===== src/hw/rtl/octne_pkg.sv =====
// Shared types and constants of the octahedral normal encoder.
// No dependencies; imported by the divider step and the top level.
package octne_pkg;

    // snorm16 result: 15 magnitude bits plus sign
    localparam int QBITS     = 15;
    localparam int HALF_BITS = 16;

    // Sideband that travels with each transaction through the divider
    typedef struct packed {
        logic neg_u;
        logic neg_v;
        logic zero;
    } t_side;

endpackage


===== src/hw/rtl/octne_div_step.sv =====
// One registered restoring-division step for both lanes (u and v).
// Depends on octne_pkg for the quotient width and the sideband type.
module octne_div_step #(
    parameter int RW = 18
) (
    input  logic                         i_clk,
    input  logic                         i_en,
    input  logic [RW-1:0]                i_den,
    input  logic [RW-1:0]                i_rem_u,
    input  logic [octne_pkg::QBITS-1:0]  i_low_u,
    input  logic [RW-1:0]                i_rem_v,
    input  logic [octne_pkg::QBITS-1:0]  i_low_v,
    input  octne_pkg::t_side             i_side,
    output logic [RW-1:0]                o_den,
    output logic [RW-1:0]                o_rem_u,
    output logic [octne_pkg::QBITS-1:0]  o_low_u,
    output logic [RW-1:0]                o_rem_v,
    output logic [octne_pkg::QBITS-1:0]  o_low_v,
    output octne_pkg::t_side             o_side
);
    import octne_pkg::*;

    logic [RW:0]      w_t_u, w_t_v, w_d_u, w_d_v;
    logic             w_ge_u, w_ge_v;
    logic [RW-1:0]    n_rem_u, n_rem_v;
    logic [QBITS-1:0] n_low_u, n_low_v;

    // Shift in the next dividend bit, subtract the divisor when it fits.
    // The remainder stays below the divisor, so the result fits RW bits.
    always_comb begin
        w_t_u  = {i_rem_u, i_low_u[QBITS-1]};
        w_t_v  = {i_rem_v, i_low_v[QBITS-1]};
        w_d_u  = w_t_u - {1'b0, i_den};
        w_d_v  = w_t_v - {1'b0, i_den};
        w_ge_u = (w_t_u >= {1'b0, i_den});
        w_ge_v = (w_t_v >= {1'b0, i_den});
        n_rem_u = w_ge_u ? w_d_u[RW-1:0] : w_t_u[RW-1:0];
        n_rem_v = w_ge_v ? w_d_v[RW-1:0] : w_t_v[RW-1:0];
        // quotient bits fill in from the bottom as dividend bits leave the top
        n_low_u = {i_low_u[QBITS-2:0], w_ge_u};
        n_low_v = {i_low_v[QBITS-2:0], w_ge_v};
    end

    // Payload register, no reset needed
    always_ff @(posedge i_clk) begin
        if (i_en) begin
            o_den   <= i_den;
            o_rem_u <= n_rem_u;
            o_low_u <= n_low_u;
            o_rem_v <= n_rem_v;
            o_low_v <= n_low_v;
            o_side  <= i_side;
        end
    end

endmodule


===== src/hw/rtl/octahedral_normal_encoder_unit.sv =====
// Octahedral normal encoder: signed 3-vector in, packed snorm16 (u, v) out.
// Depends on octne_pkg and octne_div_step.
//
// Usage:
//   Input channel (i_valid / o_stall) carries one direction vector
//   i_comp_x, i_comp_y, i_comp_z per transaction, COMP_WIDTH bits each.
//   Output channel (o_valid / i_stall) carries o_packed_oct (u in bits
//   15:0, v in bits 31:16) and o_zero_vector for each transaction, in order.
//   A transaction moves when valid is high and stall is low at a clock edge.
// Pipeline: 20 register stages from the input to the output register:
//   4 front stages (abs, L1 sum, fold select, dividend build),
//   15 restoring-division stages, 1 output stage.
// Throughput: one transaction per cycle while the pipe is not stalled; set by
//   the pipelined divider: 15 chained quotient-bit stages, each for both lanes.
// Stall: each stage holds while it and every stage after it are full and
//   i_stall is high; empty stages keep filling, so bubbles are squeezed
//   out. o_stall rises only when the whole pipe is full and stalled.
// Reset: i_rst_n low on a clock edge clears all valid bits; no result
//   is pending afterward. Payload registers are not reset.
module octahedral_normal_encoder_unit #(
    parameter int COMP_WIDTH = 16
) (
    input  logic                         i_clk,
    input  logic                         i_rst_n,
    input  logic                         i_valid,
    output logic                         o_stall,
    input  logic signed [COMP_WIDTH-1:0] i_comp_x,
    input  logic signed [COMP_WIDTH-1:0] i_comp_y,
    input  logic signed [COMP_WIDTH-1:0] i_comp_z,
    output logic                         o_valid,
    input  logic                         i_stall,
    output logic [31:0]                  o_packed_oct,
    output logic                         o_zero_vector
);
    import octne_pkg::*;

    localparam int LW = COMP_WIDTH + 1;      // L1 norm width
    localparam int RW = LW + 1;              // divisor / remainder width
    localparam int NW = LW + HALF_BITS;      // dividend width
    localparam int NS = 4 + QBITS + 1;       // pipeline stages

    // Stage valid bits and per-stage load enables
    logic [NS:1] r_valid;
    logic [NS:1] w_vin;
    logic [NS:1] w_rdy;

    assign w_vin = {r_valid[NS-1:1], i_valid};

    genvar k;
    generate
        for (k = 1; k <= NS; k++) begin : g_ctl
            // a stage holds only when it and all stages after it are full
            assign w_rdy[k] = !(i_stall && (&r_valid[NS:k]));

            always_ff @(posedge i_clk) begin
                if (!i_rst_n) begin
                    r_valid[k] <= 1'b0;
                end else if (w_rdy[k]) begin
                    r_valid[k] <= w_vin[k];
                end
            end
        end
    endgenerate

    assign o_stall = !w_rdy[1];
    assign o_valid = r_valid[NS];

    // Stage 1: magnitudes and signs
    logic [COMP_WIDTH-1:0] n1_ax, n1_ay, n1_az;
    logic [COMP_WIDTH-1:0] r1_ax, r1_ay, r1_az;
    logic                  r1_nx, r1_ny, r1_nz;

    always_comb begin
        n1_ax = i_comp_x[COMP_WIDTH-1] ? (~$unsigned(i_comp_x) + 1'b1) : $unsigned(i_comp_x);
        n1_ay = i_comp_y[COMP_WIDTH-1] ? (~$unsigned(i_comp_y) + 1'b1) : $unsigned(i_comp_y);
        n1_az = i_comp_z[COMP_WIDTH-1] ? (~$unsigned(i_comp_z) + 1'b1) : $unsigned(i_comp_z);
    end

    always_ff @(posedge i_clk) begin
        if (w_rdy[1]) begin
            r1_ax <= n1_ax;
            r1_ay <= n1_ay;
            r1_az <= n1_az;
            r1_nx <= i_comp_x[COMP_WIDTH-1];
            r1_ny <= i_comp_y[COMP_WIDTH-1];
            r1_nz <= i_comp_z[COMP_WIDTH-1];
        end
    end

    // Stage 2: L1 norm and zero detect
    logic [LW-1:0] r2_l1, r2_ax, r2_ay;
    logic          r2_nx, r2_ny, r2_nz, r2_zero;

    always_ff @(posedge i_clk) begin
        if (w_rdy[2]) begin
            r2_l1   <= LW'(r1_ax) + LW'(r1_ay) + LW'(r1_az);
            r2_ax   <= LW'(r1_ax);
            r2_ay   <= LW'(r1_ay);
            r2_nx   <= r1_nx;
            r2_ny   <= r1_ny;
            r2_nz   <= r1_nz;
            r2_zero <= ~(|{r1_ax, r1_ay, r1_az});
        end
    end

    // Stage 3: numerators; lower hemisphere folds to L1 - |other|.
    // Sign of u follows x and sign of v follows y in both hemispheres.
    logic [LW-1:0] r3_num_u, r3_num_v, r3_l1;
    t_side         r3_side;

    always_ff @(posedge i_clk) begin
        if (w_rdy[3]) begin
            r3_num_u      <= r2_nz ? (r2_l1 - r2_ay) : r2_ax;
            r3_num_v      <= r2_nz ? (r2_l1 - r2_ax) : r2_ay;
            r3_l1         <= r2_l1;
            r3_side.neg_u <= r2_nx;
            r3_side.neg_v <= r2_ny;
            r3_side.zero  <= r2_zero;
        end
    end

    // Stage 4: dividend 65534*num + L1 over divisor 2*L1.
    // Dividend < 2^QBITS * divisor, so the top part is a valid first remainder.
    logic [NW-1:0] n4_big_u, n4_big_v;

    always_comb begin
        n4_big_u = {r3_num_u, {HALF_BITS{1'b0}}} - NW'({r3_num_u, 1'b0}) + NW'(r3_l1);
        n4_big_v = {r3_num_v, {HALF_BITS{1'b0}}} - NW'({r3_num_v, 1'b0}) + NW'(r3_l1);
    end

    logic [RW-1:0]    w_den   [0:QBITS];
    logic [RW-1:0]    w_rem_u [0:QBITS];
    logic [RW-1:0]    w_rem_v [0:QBITS];
    logic [QBITS-1:0] w_low_u [0:QBITS];
    logic [QBITS-1:0] w_low_v [0:QBITS];
    t_side            w_side  [0:QBITS];

    always_ff @(posedge i_clk) begin
        if (w_rdy[4]) begin
            w_den[0]   <= {r3_l1, 1'b0};
            w_rem_u[0] <= n4_big_u[NW-1:QBITS];
            w_low_u[0] <= n4_big_u[QBITS-1:0];
            w_rem_v[0] <= n4_big_v[NW-1:QBITS];
            w_low_v[0] <= n4_big_v[QBITS-1:0];
            w_side[0]  <= r3_side;
        end
    end

    // Stages 5 .. 4+QBITS: one quotient bit per stage for each lane
    generate
        for (k = 1; k <= QBITS; k++) begin : g_div
            octne_div_step #(
                .RW (RW)
            ) u_step (
                .i_clk   (i_clk),
                .i_en    (w_rdy[4+k]),
                .i_den   (w_den[k-1]),
                .i_rem_u (w_rem_u[k-1]),
                .i_low_u (w_low_u[k-1]),
                .i_rem_v (w_rem_v[k-1]),
                .i_low_v (w_low_v[k-1]),
                .i_side  (w_side[k-1]),
                .o_den   (w_den[k]),
                .o_rem_u (w_rem_u[k]),
                .o_low_u (w_low_u[k]),
                .o_rem_v (w_rem_v[k]),
                .o_low_v (w_low_v[k]),
                .o_side  (w_side[k])
            );
        end
    endgenerate

    // Output stage: apply sign and pack. The quotient never exceeds 32767
    // since num <= L1, so the 15-bit field is already the clamped value.
    logic [HALF_BITS-1:0] n_u, n_v;
    t_side                w_last;

    always_comb begin
        w_last = w_side[QBITS];
        n_u = {1'b0, w_low_u[QBITS]};
        n_v = {1'b0, w_low_v[QBITS]};
        if (w_last.neg_u) begin
            n_u = -n_u;
        end
        if (w_last.neg_v) begin
            n_v = -n_v;
        end
    end

    logic [31:0] r_packed;
    logic        r_zero;

    always_ff @(posedge i_clk) begin
        if (w_rdy[NS]) begin
            r_packed <= w_last.zero ? 32'd0 : {n_v, n_u};
            r_zero   <= w_last.zero;
        end
    end

    assign o_packed_oct  = r_packed;
    assign o_zero_vector = r_zero;

endmodule


===== config.mk =====
export PLATFORM = sky130hd
export DESIGN_NAME = octahedral_normal_encoder_unit
export DESIGN_NICKNAME = d
export VERILOG_FILES = /design/src/hw/rtl/octne_pkg.sv /design/src/hw/rtl/octne_div_step.sv /design/src/hw/rtl/octahedral_normal_encoder_unit.sv
export SDC_FILE = /design/constraint.sdc
export NUM_CORES = 2
export LEC_CHECK = 0
export ABC_AREA = 1
export BUFFER_PORTS_ARGS = -buffer_cell sky130_fd_sc_hd__buf_4
export CORE_MARGIN = 1.5
export CORE_UTILIZATION = 50
export CTS_BUF_LIST = sky130_fd_sc_hd__clkbuf_16
export CTS_CLUSTER_SIZE = 12
export DETAILED_ROUTE_END_ITERATION = 8
export MAX_ROUTING_LAYER = met4
export PLACE_DENSITY = 0.65
export REMOVE_ABC_BUFFERS = 1
export SLEW_MARGIN = 20
export SYNTH_ARGS = -nofsm -noshare
export SYNTH_HDL_FRONTEND = slang
export SYNTH_SLANG_ARGS = --single-unit

===== constraint.sdc =====
create_clock -name i_clk -period 9.09 [get_ports i_clk]
set_input_delay 2.2725 -clock i_clk [delete_from_list [all_inputs] [get_ports i_clk]]
set_output_delay 2.2725 -clock i_clk [all_outputs]
set_load 0.02 [all_outputs]

==> reports/metrics.cfg <==
[detailed_routing]
drtIter0Drc=6278
firstDrtPassIters=6
vias_per_cell=5.23
wirelength_um=285000
wl_per_cell_um=19.2
dr_total_vias=77700
drc=0
postRouteAntennaNets=0

[cts]
numClockSinks=1504
cts_setup_buffers=0
cts_buffers=165
cts_resized=0
cts_tree=built
clk_pin_slew_ps=60
hold_buffers=0
clk_latency_ps=850
cts-htree-levels=4
cts_buffer_depth=3
clock-root-buffer=clkbuf_16

[setup_path]
cp_max_fo=53
cp_top_family=buffers and inverters
slowest_stage=buf_4
cpMostUsedCell=buf_4
start_kind=input pin
worst-path-buf-inv=7
critPathArrivalTime_ps=4310
path_cells=buf_4 -> nand2_2 -> buf_4 -> inv_1 -> nand3_1 -> inv_1 -> nand4_1 -> buf_4 -> inv_1 -> buf_4
cpPeakStageDelay_ps=570
cp.required_ps=6820
worstSetupEndpointType=output pin
crit_type=in2out
r2r_slack_ps=5400

[floorplan]
die_w_um=445
rows=162
die_area_um2=198000
initial_core_util=0.502
core_um2=195000
io_pins=87
dieHeight_um=445

[layout]
final_area_um2=106000
multi_input_area_um2=43700
seq_area_um2=45000
n_fill_cell=18100
drive_gt1_frac=0.0643
area_growth_pct=8.71
num-nets-final=12900

[global_routing]
grt_max_degree=87
grt_pass1_wl_um=430000
antenna_found_initial=0
grt_overflow=0
grtUsageTotal=0.293
grt_pass1_vias=73000

[placement]
post-place-ws_ps=2480
placed_area_um2=101000
place.gp.congestion=0.980
numPortBuffers=86
place_hpwl_um=229000

[sta]
finalClockSkew_ps=48.3
hold_viol=0
maxSlewViolCount=0
fmax_ghz=0.152
setup_viol=0
rsz0062_at_grt=false
relSlewSlack=0.325
fin_crit_ps=6580
layout_setup_ws_ps=2510
hold_ws_ps=403
worstMarginPinSlew_ps=1010
finalCritPeriodShare=0.724
fin_setup_tns_ps=0

[synth]
synth_area_per_cell_um2=8.13
netlist_area_um2=97700
synth-seq-cells=1504
async_flop_share=0
syn_inst=12000
synth_edf_count=1484
synthDistinctLibCells=54
ys.warnings.count=0
seq_area_frac_synth=0.460
synth_ff_type=edfxtp_1

[hold_path]
hp-class=reg2reg

[outcome]
status=complete, no violations

[job]
cap_viol_max_count=0

## kinds of logic after synthesis
| group | Yosys count | synth area share |
|---|---|---|
| xor gates and xnor gates | 267 | 0.0239 |
| and+or+nand+nor | 6705 | 0.299 |
| adders and majority gates | 703 | 0.0939 |
| DFF | 1504 | 0.460 |
| AOI/OAI and AO/OA | 533 | 0.0294 |
| buffers and inverters | 2311 | 0.0932 |
## cells in the mapped netlist (49+ instances only)
cell type,n,share of area
xnor2_1,66,0.0059
nand2_1,4427,0.17
edfxtp_1,1484,0.46
nand2_2,189,0.012
nor3_1,170,0.0087
inv_1,2183,0.084
o21ai_0,68,0.0035
or2_2,52,0.0033
nor2_1,489,0.019
nand3b_1,64,0.0049
buf_2,49,0.0025
xor2_1,201,0.018
nand3_1,946,0.048
nand4_1,134,0.0086
ha_1,652,0.083
fa_1,51,0.010
a21oi_1,398,0.020
## area by class of cell
| type | instances | area share |
|---|---|---|
| tap | 2542 | 0.0299 |
| inverter | 2199 | 0.0778 |
| clock buffer | 165 | 0.0389 |
| timing repair buffer | 109 | 0.00774 |
| multi-input combinational | 8208 | 0.412 |
| clock inverter | 123 | 0.0106 |
| sequential | 1504 | 0.423 |
| antenna | 5 | 0.000118 |
## worst paths after layout
check,from,to,cells after the start
setup / recovery,i_stall,o_stall,10
hold / removal,g_div[1].u_step.o_side[1],g_div[2].u_step.o_side[1],0
setup reg to reg,o_valid,g_div[6].u_step.o_rem_v[5],8
hold reg to reg,g_div[1].u_step.o_side[1],g_div[2].u_step.o_side[1],0
## flip-flops by register name, indices dropped and copies added (netlist names), 14 cells and up
| name | cells |
|---|---|
| g_div.u_step.o_rem_v | 252 |
| r2_ax | 16 |
| r_valid | 19 |
| w_low_v | 14 |
| g_div.u_step.o_side | 45 |
| g_div.u_step.o_rem_u | 252 |
| o_packed_oct | 32 |
| r1_ay | 16 |
| w_rem_u | 18 |
| r3_num_u | 17 |
| w_den | 16 |
| r3_num_v | 17 |
| w_rem_v | 18 |
| r1_az | 16 |
| g_div.u_step.o_low_u | 211 |
| g_div.u_step.o_den | 225 |
| g_div.u_step.o_low_v | 224 |
| r3_l1 | 17 |
| r2_l1 | 17 |
| r1_ax | 16 |
| w_low_u | 15 |
| r2_ay | 16 |
## cell usage in the layout (no fill, tap or decap), types with 39 or more instances in the layout
master     instances
a21oi_1          398
buf_4            108
clkbuf_16        165
edfxtp_1        1484
fa_1              51
ha_1             652
inv_1           2222
nand2_1         4420
nand2_2          191
nand3_1          942
nand3_2           39
nand3b_1          64
nand4_1          134
nor2_1           489
nor3_1           170
o21ai_0           68
or2_2             52
xnor2_1           66
xor2_1           201
## metrics by stage
step | cells | util
2_1_floorplan | 11900 | -
3_3_place_gp | 14600 | 0.519
3_5_place_dp | 14600 | 0.519
5_1_grt | 14900 | 0.546
6_report | 14900 | 0.546
4_1_cts | 14900 | 0.546
## routing by layer
layer / up-vias / routed length, µm / GRT usage
li1: 38800 / - / -
met1: 36300 / 124000 / 0.382
met2: 2275 / 135000 / 0.482
met3: 425 / 14600 / 0.0274
met4: 0 / 10300 / 0.100
met5: - / 0 / -
## worst reg2reg max path, delay by kind of cell, from the launching register on
| kind | cells | cell delay [ps] |
|---|---|---|
| AND/OR/NAND/NOR | 4 | 850 |
| flip-flops | 1 | 360 |
| buffers and inverters | 4 | 1990 |
Power is not shown: default switching activity piles up to over one toggle a cycle in this logic, so the estimate is an artifact.
